## config.mk

```make
export PLATFORM = sky130hd
export DESIGN_NAME = sorted_table_bound_search
export DESIGN_NICKNAME = d
export VERILOG_FILES = /design/src/sv/stbs_pkg.sv /design/src/sv/stbs_ram.sv /design/src/sv/sorted_table_bound_search.sv
export SDC_FILE = /design/constraint.sdc
export NUM_CORES = 2
export LEC_CHECK = 0
export ABC_AREA = 1
export BUFFER_PORTS_ARGS = -buffer_cell sky130_fd_sc_hd__buf_2
export CORE_MARGIN = 1
export CORE_UTILIZATION = 58
export DETAILED_ROUTE_END_ITERATION = 16
export PLACE_DENSITY = 0.8
export SETUP_SLACK_MARGIN = 0.15
export SLEW_MARGIN = 15
export SYNTH_ARGS = -nofsm -noshare
export SYNTH_HDL_FRONTEND = slang
export SYNTH_HIERARCHICAL = 1
export SYNTH_SLANG_ARGS = --single-unit
```

## constraint.sdc

```tcl
create_clock -name clk -period 15.4 [get_ports clk]
set_clock_uncertainty 0.05 [all_clocks]
set_input_delay 0.77 -clock clk [delete_from_list [all_inputs] [get_ports clk]]
set_output_delay 0.77 -clock clk [all_outputs]
set_load 0.03 [all_outputs]
```

## src/sv/stbs_pkg.sv

```systemverilog
// ----------------------------------------------------------------------------
// stbs_pkg
// Shared sizes, command codes, sequencer states and the fixed-point scaling
// helper for the sorted table bound search block.
// ----------------------------------------------------------------------------
package stbs_pkg;

  localparam int TABLE_DEPTH   = 64;
  localparam int VALUE_WIDTH   = 32;
  localparam int FRACTION_BITS = 8;

  // fixed field widths of the streams
  localparam int CMD_W         = 3;
  localparam int VALUE_FIELD_W = 32;
  localparam int TARGET_W      = 40;

  localparam int ADDR_W   = $clog2(TABLE_DEPTH);
  localparam int COUNT_W  = $clog2(TABLE_DEPTH + 1);
  localparam int INDEX_W  = ADDR_W + 1;
  localparam int SCALED_W = VALUE_WIDTH + FRACTION_BITS;
  localparam int CMP_W    = (SCALED_W > TARGET_W) ? SCALED_W : TARGET_W;

  localparam int IN_DATA_W  = ((VALUE_FIELD_W + TARGET_W + 7) / 8) * 8;
  localparam int OUT_DATA_W = ((INDEX_W + 7) / 8) * 8;

  typedef logic [CMD_W-1:0] cmd_t;

  localparam cmd_t CMD_CLEAR       = cmd_t'(0);
  localparam cmd_t CMD_INSERT      = cmd_t'(1);
  localparam cmd_t CMD_BELOW       = cmd_t'(2);
  localparam cmd_t CMD_FIRST_EQUAL = cmd_t'(3);
  localparam cmd_t CMD_LAST_EQUAL  = cmd_t'(4);

  typedef enum logic [2:0] {
    ST_IDLE,
    ST_INS_CHK,
    ST_INS_PUT,
    ST_SRCH_ISSUE,
    ST_SRCH_CHK,
    ST_EQ_ISSUE,
    ST_EQ_CHK,
    ST_FIN
  } state_t;

  // entry v as v * 2^FRACTION_BITS, sign-extended to the compare width
  function automatic logic signed [CMP_W-1:0] scale_value(
    input logic signed [VALUE_WIDTH-1:0] v
  );
    return CMP_W'(v) <<< FRACTION_BITS;
  endfunction

endpackage

```

## src/sv/stbs_ram.sv

```systemverilog
// ----------------------------------------------------------------------------
// stbs_ram
// Generic simple dual-port RAM: one write port, one read port, registered
// read data.
// ----------------------------------------------------------------------------
module stbs_ram #(
  parameter int WIDTH = 32,
  parameter int DEPTH = 64
) (
  input  logic                     clk,
  input  logic                     we,
  input  logic [$clog2(DEPTH)-1:0] waddr,
  input  logic [WIDTH-1:0]         wdata,
  input  logic [$clog2(DEPTH)-1:0] raddr,
  output logic [WIDTH-1:0]         rdata
);

  logic [WIDTH-1:0] mem [DEPTH];

  always_ff @(posedge clk) begin
    if (we) begin
      mem[waddr] <= wdata;
    end
    rdata <= mem[raddr];
  end

endmodule

```

## src/sv/sorted_table_bound_search.sv

```systemverilog
// ----------------------------------------------------------------------------
// sorted_table_bound_search
// Clear and unused commands go straight to the result; insert moves each larger
// entry up one place, from the end of the table down, then writes the value;
// queries run a binary search over the filled entries, and the equal commands
// then scan forward over the entries equal to the target, up to the table end.
// One command at a time: in_tready is high only while idle; RAM read sets pace.
// Reset (rst_n low, synchronous) empties the table; RAM contents are kept.
// ----------------------------------------------------------------------------
module sorted_table_bound_search (
  input  logic                            clk,
  input  logic                            rst_n,
  input  logic                            in_tvalid,
  output logic                            in_tready,
  // [31:0] value, [71:32] target_fixed
  input  logic [stbs_pkg::IN_DATA_W-1:0]  in_tdata,
  // [2:0] command
  input  logic [stbs_pkg::CMD_W-1:0]      in_tuser,
  output logic                            out_tvalid,
  input  logic                            out_tready,
  // [6:0] index, [7] zero
  output logic [stbs_pkg::OUT_DATA_W-1:0] out_tdata,
  // [0] status
  output logic [0:0]                      out_tuser
);

  import stbs_pkg::*;

  state_t                     state_r, state_nxt;
  cmd_t                       cmd_r, cmd_nxt;
  logic signed [VALUE_WIDTH-1:0] val_r, val_nxt;
  logic signed [TARGET_W-1:0] tgt_r, tgt_nxt;
  logic [COUNT_W-1:0]         count_r, count_nxt;
  logic signed [INDEX_W-1:0]  lo_r, lo_nxt;
  logic signed [INDEX_W-1:0]  hi_r, hi_nxt;
  logic [ADDR_W-1:0]          mid_r, mid_nxt;
  logic [ADDR_W-1:0]          pos_r, pos_nxt;
  logic [INDEX_W-1:0]         res_idx_r, res_idx_nxt;
  logic                       res_st_r, res_st_nxt;
  logic                       out_valid_r, out_valid_nxt;
  logic [INDEX_W-1:0]         out_idx_r, out_idx_nxt;
  logic                       out_st_r, out_st_nxt;

  logic                       ram_we;
  logic [ADDR_W-1:0]          ram_waddr;
  logic [VALUE_WIDTH-1:0]     ram_wdata;
  logic [ADDR_W-1:0]          ram_raddr;
  logic [VALUE_WIDTH-1:0]     ram_rdata;

  logic signed [CMP_W-1:0]    cmp_lhs, cmp_rhs;
  logic                       cmp_lt, cmp_eq;

  logic                       in_xfer;
  logic signed [INDEX_W:0]    cnt_s, cnt_m1, span, mid_sum, lo_inc;
  logic [ADDR_W-1:0]          mid_calc, pos_m1, pos_m2;
  logic signed [INDEX_W-1:0]  mid_s;

  stbs_ram #(
    .WIDTH (VALUE_WIDTH),
    .DEPTH (TABLE_DEPTH)
  ) u_store (
    .clk   (clk),
    .we    (ram_we),
    .waddr (ram_waddr),
    .wdata (ram_wdata),
    .raddr (ram_raddr),
    .rdata (ram_rdata)
  );

  // shared compare unit: insert checks val < entry, queries check entry vs target
  always_comb begin
    if (state_r == ST_INS_CHK) begin
      cmp_lhs = scale_value(val_r);
      cmp_rhs = scale_value(signed'(ram_rdata));
    end else begin
      cmp_lhs = scale_value(signed'(ram_rdata));
      cmp_rhs = CMP_W'(tgt_r);
    end
    cmp_lt = cmp_lhs < cmp_rhs;
    cmp_eq = cmp_lhs == cmp_rhs;
  end

  assign in_tready  = (state_r == ST_IDLE);
  assign in_xfer    = in_tvalid && in_tready;
  assign out_tvalid = out_valid_r;
  assign out_tdata  = OUT_DATA_W'(out_idx_r);
  assign out_tuser  = out_st_r;

  always_comb begin
    cnt_s    = signed'((INDEX_W+1)'(count_r));
    cnt_m1   = cnt_s - (INDEX_W+1)'(1);
    span     = (INDEX_W+1)'(hi_r) - (INDEX_W+1)'(lo_r) + (INDEX_W+1)'(1);
    mid_sum  = (INDEX_W+1)'(lo_r) + (span >>> 1);
    mid_calc = mid_sum[ADDR_W-1:0];
    mid_s    = signed'({1'b0, mid_r});
    lo_inc   = (INDEX_W+1)'(lo_r) + (INDEX_W+1)'(1);
    pos_m1   = pos_r - ADDR_W'(1);
    pos_m2   = pos_m1 - ADDR_W'(1);
  end

  always_comb begin
    state_nxt     = state_r;
    cmd_nxt       = cmd_r;
    val_nxt       = val_r;
    tgt_nxt       = tgt_r;
    count_nxt     = count_r;
    lo_nxt        = lo_r;
    hi_nxt        = hi_r;
    mid_nxt       = mid_r;
    pos_nxt       = pos_r;
    res_idx_nxt   = res_idx_r;
    res_st_nxt    = res_st_r;
    out_valid_nxt = out_valid_r && !out_tready;
    out_idx_nxt   = out_idx_r;
    out_st_nxt    = out_st_r;
    ram_we        = 1'b0;
    ram_waddr     = pos_r;
    ram_wdata     = val_r;
    ram_raddr     = '0;

    unique case (state_r)
      ST_IDLE: begin
        if (in_xfer) begin
          cmd_nxt     = in_tuser;
          val_nxt     = signed'(in_tdata[VALUE_WIDTH-1:0]);
          tgt_nxt     = signed'(in_tdata[VALUE_FIELD_W +: TARGET_W]);
          res_idx_nxt = '0;
          res_st_nxt  = 1'b0;
          lo_nxt      = '1;
          hi_nxt      = signed'(cnt_m1[INDEX_W-1:0]);
          pos_nxt     = count_r[ADDR_W-1:0];
          priority if (in_tuser == CMD_CLEAR) begin
            count_nxt = '0;
            state_nxt = ST_FIN;
          end else if (in_tuser == CMD_INSERT) begin
            priority if (count_r >= COUNT_W'(TABLE_DEPTH)) begin
              res_idx_nxt = '1;
              res_st_nxt  = 1'b1;
              state_nxt   = ST_FIN;
            end else if (count_r == '0) begin
              state_nxt = ST_INS_PUT;
            end else begin
              ram_raddr = count_r[ADDR_W-1:0] - ADDR_W'(1);
              state_nxt = ST_INS_CHK;
            end
          end else if (in_tuser == CMD_BELOW || in_tuser == CMD_FIRST_EQUAL ||
                       in_tuser == CMD_LAST_EQUAL) begin
            state_nxt = ST_SRCH_ISSUE;
          end else begin
            state_nxt = ST_FIN;
          end
        end
      end

      // entry at pos-1 is on the read port
      ST_INS_CHK: begin
        ram_we    = 1'b1;
        ram_waddr = pos_r;
        if (cmp_lt) begin
          ram_wdata = ram_rdata;
          pos_nxt   = pos_m1;
          if (pos_m1 == '0) begin
            state_nxt = ST_INS_PUT;
          end else begin
            ram_raddr = pos_m2;
          end
        end else begin
          ram_wdata   = val_r;
          count_nxt   = count_r + COUNT_W'(1);
          res_idx_nxt = INDEX_W'(pos_r);
          state_nxt   = ST_FIN;
        end
      end

      ST_INS_PUT: begin
        ram_we      = 1'b1;
        ram_waddr   = pos_r;
        ram_wdata   = val_r;
        count_nxt   = count_r + COUNT_W'(1);
        res_idx_nxt = INDEX_W'(pos_r);
        state_nxt   = ST_FIN;
      end

      ST_SRCH_ISSUE: begin
        priority if (lo_r < hi_r) begin
          mid_nxt   = mid_calc;
          ram_raddr = mid_calc;
          state_nxt = ST_SRCH_CHK;
        end else if (cmd_r == CMD_BELOW) begin
          res_idx_nxt = lo_r;
          state_nxt   = ST_FIN;
        end else begin
          state_nxt = ST_EQ_ISSUE;
        end
      end

      ST_SRCH_CHK: begin
        if (cmp_lt) begin
          lo_nxt = mid_s;
        end else begin
          hi_nxt = mid_s - INDEX_W'(1);
        end
        state_nxt = ST_SRCH_ISSUE;
      end

      ST_EQ_ISSUE: begin
        if (lo_inc < cnt_s) begin
          ram_raddr = lo_inc[ADDR_W-1:0];
          state_nxt = ST_EQ_CHK;
        end else begin
          res_idx_nxt = lo_r;
          state_nxt   = ST_FIN;
        end
      end

      ST_EQ_CHK: begin
        if (cmp_eq) begin
          lo_nxt = signed'(lo_inc[INDEX_W-1:0]);
          if (cmd_r == CMD_FIRST_EQUAL) begin
            res_idx_nxt = lo_inc[INDEX_W-1:0];
            state_nxt   = ST_FIN;
          end else begin
            state_nxt = ST_EQ_ISSUE;
          end
        end else begin
          res_idx_nxt = lo_r;
          state_nxt   = ST_FIN;
        end
      end

      // hand the result to the output register once it is free
      ST_FIN: begin
        if (!out_valid_r || out_tready) begin
          out_valid_nxt = 1'b1;
          out_idx_nxt   = res_idx_r;
          out_st_nxt    = res_st_r;
          state_nxt     = ST_IDLE;
        end
      end

      default: begin
        state_nxt = ST_IDLE;
      end
    endcase
  end

  always_ff @(posedge clk) begin
    if (!rst_n) begin
      state_r     <= ST_IDLE;
      count_r     <= '0;
      out_valid_r <= 1'b0;
    end else begin
      state_r     <= state_nxt;
      count_r     <= count_nxt;
      out_valid_r <= out_valid_nxt;
    end
  end

  always_ff @(posedge clk) begin
    cmd_r     <= cmd_nxt;
    val_r     <= val_nxt;
    tgt_r     <= tgt_nxt;
    lo_r      <= lo_nxt;
    hi_r      <= hi_nxt;
    mid_r     <= mid_nxt;
    pos_r     <= pos_nxt;
    res_idx_r <= res_idx_nxt;
    res_st_r  <= res_st_nxt;
    out_idx_r <= out_idx_nxt;
    out_st_r  <= out_st_nxt;
  end

`ifndef SYNTHESIS
  a_count_bound: assert property (@(posedge clk) disable iff (!rst_n)
    count_r <= COUNT_W'(TABLE_DEPTH))
    else $error("entry count above table depth");

  a_count_step: assert property (@(posedge clk) disable iff (!rst_n)
    (count_r != $past(count_r)) |->
      (count_r == '0) || (count_r == $past(count_r) + COUNT_W'(1)))
    else $error("entry count moved by more than one insert");

  a_write_in_range: assert property (@(posedge clk) disable iff (!rst_n)
    ram_we |-> (ram_waddr <= count_r) && (state_r == ST_INS_CHK || state_r == ST_INS_PUT))
    else $error("table write outside the filled range");

  a_mid_in_window: assert property (@(posedge clk) disable iff (!rst_n)
    (state_r == ST_SRCH_CHK) |-> (mid_s > lo_r) && (mid_s <= hi_r))
    else $error("probe outside the search window");

  a_full_index: assert property (@(posedge clk) disable iff (!rst_n)
    (out_valid_r && out_st_r) |-> (&out_idx_r))
    else $error("dropped insert without index of minus one");
`endif

endmodule
```

# == After elaboration in Yosys (flattened, before gate mapping) ==
# Memories as Yosys holds them, arrays and structs flattened. A register that Yosys moved wholly into a read port is not among the register bits.
# Index checks and enable logic that the tools add are counted.
# totals
reg_bits,128
mem_bits_rw,2048
inputBits,79
out_inout_bits,11
elab_cells,144
n_memories,1
# memory_table
memory,depth,word_bits,rd,rd_clocked_by_memory_dff,wr,line_no,source
u_store.mem,64,32,1,1,1,stbs_ram.sv:18,logic [WIDTH-1:0] mem [DEPTH];
# op_classes
add_sub_neg,10
n_lt_le_gt_ge,4
eq_ne,27
n_mux,60
bitwise,1
n_reduce_logical,27
# op_table
operator,n
$mux 7,18
$mux 40,2
$mux 6,11
$mux 32,2
$pmux 7 s3,2
$pmux 7 s6,1
$eq 40x40->1,1
$lt 40x40->1,1
$mux 3,9
$pmux 3 s8,1
$pmux 6 s4,1
$eq 3x2->1 const B,6
$ne 2x2->1 const B,9
$sub 6x1->6 const B,3
$eq 3x3->1 const B,5
$pmux 7 s2,1
$pmux 6 s2,1
$reduce_and 3->1,3
$add 7x2->8 const B,1
$lt 8x8->1,1
$mux 2,4
$reduce_and 4->1,2
$add 7x1->7 const B,1
$add 7x2->7 const B,1
24 further kinds,42

# == Depth between registers and ports, before layout ==
# depth
depth_word,8
mapped_depth,36
ltp_nobuf,30

# == Cells and area by module ==
# The synthesis kept the hierarchy.
# by_module_without_submodules
mod,n_inst,cells_per_inst,area_each_um2,seq_area_each_um2
stbs_ram,1,6769,82738.1,62139.6
sorted_table_bound_search,1,929,8149.1,3733.6

# == Least setup slack after synthesis ==
# Ideal clock, no wire load.
# synth_path
path_kind,reg2reg
start,register state_r[2]
end,memory u_store.mem[0][10] (data pin)
setup_time_ns,0.702
t_arrival_ns,5.219
t_required_ns,14.648
path_slack_ns,9.430
path_stages_with_launch,18
n_path_buf,3
period_less_slack_ns,5.970
cell_sequence,dfxtp_1 nor2_1 nand2_2 inv_1 clkbuf_1 buf_1 nand2_1 o21ai_0 ha_1 a21o_1 nor2_1 nand2_1 a21oi_1 nand3_1 nand2_1 nand3_4 clkbuf_1 o21ai_0
# synth_between
elab_chain_cells,5
word_cells_on_any_way,6
cone_classes,order compare (1); eq/ne (1); mux (4)
# synth_rtl
element,line_no,source
"start, declared",sorted_table_bound_search.sv:29,"state_t state_r, state_nxt;"
"start signal, assigned",sorted_table_bound_search.sv:253,state_r <= state_nxt;
$eq 3x1->1 (*),"sorted_table_bound_search.sv:72, sorted_table_bound_search.sv:121",
$mux 40,sorted_table_bound_search.sv:72,if (state_r == ST_INS_CHK) begin
$lt 40x40->1,sorted_table_bound_search.sv:79,cmp_lt = cmp_lhs < cmp_rhs;
$mux 32,sorted_table_bound_search.sv:159,if (cmp_lt) begin
$mux 32 (*),sorted_table_bound_search.sv:121,unique case (state_r)
net ram_wdata[10],sorted_table_bound_search.sv:46,logic [VALUE_WIDTH-1:0] ram_wdata;
"end, declared",stbs_ram.sv:18,
# The timed path passes the listed nets; every way through them passes the cells marked *.

# == Worst setup path after layout ==
# layout_path
start,register state_r[2]
end,"register u_store.rdata[23], read port of u_store.mem"
# layout_between
elab_chain_cells,5
word_cells_on_any_way,11
cone_classes,order compare (1); eq/ne (3); mux (5); reduce/logical (2)
# layout_rtl
element,line_no,source
$eq 3x1->1,"sorted_table_bound_search.sv:72, sorted_table_bound_search.sv:121",
$mux 40,sorted_table_bound_search.sv:72,
$lt 40x40->1,sorted_table_bound_search.sv:79,
$mux 6,sorted_table_bound_search.sv:159,
$pmux 6 s4 (*),sorted_table_bound_search.sv:121,
net ram_raddr[0],sorted_table_bound_search.sv:47,logic [ADDR_W-1:0] ram_raddr;
"end, declared",stbs_ram.sv:15,output logic [WIDTH-1:0] rdata
# Marked as above.
# A chain may end at the register's enable or synchronous reset.

==> metrics.yaml <==
min_path:
  hold_class: "in2reg"
  hold_path_depth: 1
  worst_hold_startpoint: "in_tdata[17]"
  min_to: "val_r[17]$_DFFE_PP_"
power_and_ir_drop:
  power_leakage_nw: 35.4
  power_mw: 21.4
  pwr-share-comb: 0.398
  p_clk_frac: 0.229
  switching_share: 0.415
  power_density_nw_per_um2: 213
  p_switching_mw: 8.86
  p_int_mw: 12.5
  power_frac_seq: 0.373
  peakVddDrop_mv: 0.237
route:
  drt_iter0_drc: 9562
  dr.pass1.iters: 9
  drc_errors: 0
  vias: 63214
  viasPerCell: 6.39
  drtAntennaViolNets: 0
  wl_per_cell_um: 25.7
  finalWirelength_um: 254000
setup_path:
  slowest_delay_ns: 0.87
  reg2reg_from: "state_r[2]$_SDFFE_PN0P_"
  worstSetupEndpointType: "flop"
  cp.arrival_ns: 9.20
  r2r_end: "u_store/rdata[23]$_DFF_P_"
  r2r_cells: 31
  rrSetupSlack_ns: 6.92
  crit_type: "reg2reg"
  startpoint_type: "flop"
  critPathSlowestCell: "buf_4"
  required_ns: 16.12
  crit_top_cell: "nand2_1"
  critPathMaxFanout: 255
timing:
  maxSlewHeadroom: 0.196
  worst_hold_slack_ns: 0.0632
  finalSetupViolCount: 0
  hold_viol_final: 0
  final_max_slew_viol_count: 0
  rsz0062_at_grt: "false"
  fmax_mhz: 118
  period_minus_slack_ns: 8.48
  max_slew.worst_pin.slew_ns: 1.21
  finalSetupTns_ns: 0
  timing.final.crit_share: 0.551
floorplan:
  boundaryPins: 90
  core-area_sq_um: 155000
  dieArea_sq_um: 158000
  fp.dieW_um: 398
  die_h_um: 398
  initial_core_util: 0.587
  rows: 144
clock_network:
  ctsHoldBuffers: 0
  cts_tree: "done"
  cts_buffer_depth: 3
  root_buffer: "clkbuf_16"
  clkLatencyLatePin_ns: 0.84
  htreeDepth: 4
  cts.sinks: 2208
  clk_pin_slew_ns: 0.06
  cts_setup_buffers: 0
  ctsResizeCount: 0
  cts_buffers: 205
run:
  max-cap-violations: 0
placed_design:
  io_buffers: 88
  gp_congestion: 0.936
  place_area_sq_um: 93600
  dp_hpwl_um: 133000
synthesis:
  ys_warn_count: 6
  synth_top_cell_area_share: 0.715
  syn_nets: 7847
  synth_area_sq_um: 90900
  synth.distinct_cells: 50
  avgSynthCellArea_sq_um: 11.8
  synth.area.top_cells: "edfxtp_1 72%, nand3_1 11%, nand2_1 10%, buf_2 1.6%, dfxtp_1 0.95%"
  yosysTopAreaCell: "edfxtp_1"
  ys_ff_latch: 2208
  ys_seq_area_frac: 0.725
  netlist_instances: 7698
global_route:
  antenna_found_initial: 11
  grt_start_max_net_pins: 256
  grt_pass1_vias: 60784
  grt_pass1_wl_um: 374000
  globalRouteTotalUtil: 0.319
  grt_overflow: 0
layout:
  fillCellCount: 10531
  multiInputGateArea_sq_um: 23000
  regArea_sq_um: 65900
  finalCoreUtilization: 0.647
  final_area_sq_um: 100000
  drive_gt1_frac: 0.0847
  fin_nets: 7813
  area_delta_synth_final_pct: 10.1
run_status:
  status: "complete, no violations"
==> worst max-delay path: cells and delay by family, from the launching register on <==
family / cells / cell delay (ns)
compound gates: 2 / 0.38
buf+inv: 7 / 3.65
simple gates: 21 / 3.14
fa+ha+maj: 1 / 0.39
flops: 1 / 0.38
==> layout by cell type (no fill, tap or decap), types with 35 or more instances in the layout <==
cell       Yosys  layout
buf_2        284      88
buf_4         45     137
clkbuf_1      88      44
clkbuf_16      0     207
clkinv_1       1      54
clkinv_2       0      35
dfxtp_1       43      43
edfxtp_1    2165    2165
ha_1          68      68
inv_1        123     119
nand2_1     2482    2482
nand3_1     1945    1943
nor2_1       101      45
nor2_4         5      62
o21ai_0      106      86
==> through the flow <==
| stage | std cells | setup slack (ns) |
|---|---|---|
| after detailed placement | 9501 | 7.18 |
| final | 9885 | 6.92 |
| after floorplan | 7698 | 9.43 |
| after CTS | 9883 | 7.15 |
| after global routing | 9883 | 6.32 |
| after global placement | 9501 | 7.40 |
==> metal layers <==
metal / vias to the layer above / track usage / wire length, um
met3: 937 / 0.0833 / 38600
li1: 27190 / - / -
met4: 12 / 0.172 / 15100
met5: - / 0 / 87
met2: 4997 / 0.493 / 116000
met1: 30078 / 0.415 / 84800
==> how the worst max path moves through the flow <==
stage	startpoint	end	slack [ns]	cells after the start
2_1_floorplan	state_r[2]$_SDFFE_PN0P_	u_store/mem[0][10]$_DFFE_PP_	9.43	17
3_3_place_gp	state_r[2]$_SDFFE_PN0P_	u_store/rdata[23]$_DFF_P_	7.40	31
3_5_place_dp	state_r[2]$_SDFFE_PN0P_	u_store/rdata[23]$_DFF_P_	7.18	31
4_1_cts	state_r[2]$_SDFFE_PN0P_	u_store/rdata[23]$_DFF_P_	7.15	31
5_1_grt	state_r[2]$_SDFFE_PN0P_	u_store/rdata[13]$_DFF_P_	6.32	31
6_report	state_r[2]$_SDFFE_PN0P_	u_store/rdata[23]$_DFF_P_	6.92	31
==> cell type report <==
class                   count  share of cell area
clock inverters           121             0.00963
diodes                      2           0.0000500
multi-input cells        4881               0.230
inverters                 135             0.00546
well taps                2044              0.0256
flip-flops and latches   2208               0.658
repair buffers            233              0.0163
clock buffers             261              0.0548
==> logic make-up (layout without fill, tap and decap cells) <==
group / after synthesis / count (layout) / share of synthesized area
adders and majority gates: 70 / 70 / 0.00980
AOI/OAI and AO/OA: 179 / 179 / 0.0111
other: 1 / 3 / 0.0000413
buffers and inverters: 609 / 750 / 0.0318
DFF: 2208 / 2208 / 0.725
xor gates and xnor gates: 33 / 33 / 0.00326
and+or+nand+nor: 4598 / 4598 / 0.219
==> state kept, by name (all words and copies together) (netlist names), 3 cells and up <==
signal and count:
pos_r 6, res_idx_r 7, out_idx_r 7, cmd_r 3, state_r 3, count_r 7
hi_r 7, tgt_r 40, u_store/rdata 32, val_r 32, mid_r 6, lo_r 7
u_store/mem 2048
==> Yosys cell counts (all sizes together) <==
master   instances
a221oi           1
fa               2
dfxtp           43
nand3         1947
xor2            24
nor2           111
or2              1
o21bai           1
ha              68
nor3            10
inv            134
nand4           20
nor4             9
and2             1
a21o             3
clkbuf          89
buf            385
nand3b           3
a21oi           34
edfxtp        2165
o2111ai          9
o221ai           2
and3             1
nor3b            2
o21a             2
or3              1
clkinv           1
xnor2            9
conb             1
nand2         2492
o211ai           3
o21ai          124
==> power by group through the flow <==
stage                     Combinational (mW)  Clock [mW]  Sequential (mW)
after floorplan                         5.31           0             8.06
after global placement                  7.98           0             8.08
after detailed placement                8.19           0             8.09
after CTS                               8.26        4.90             7.96
after global routing                    9.07        5.12             7.98
final                                   8.50        4.88             7.98
No activity file was read; power rests on OpenSTA's default activity.
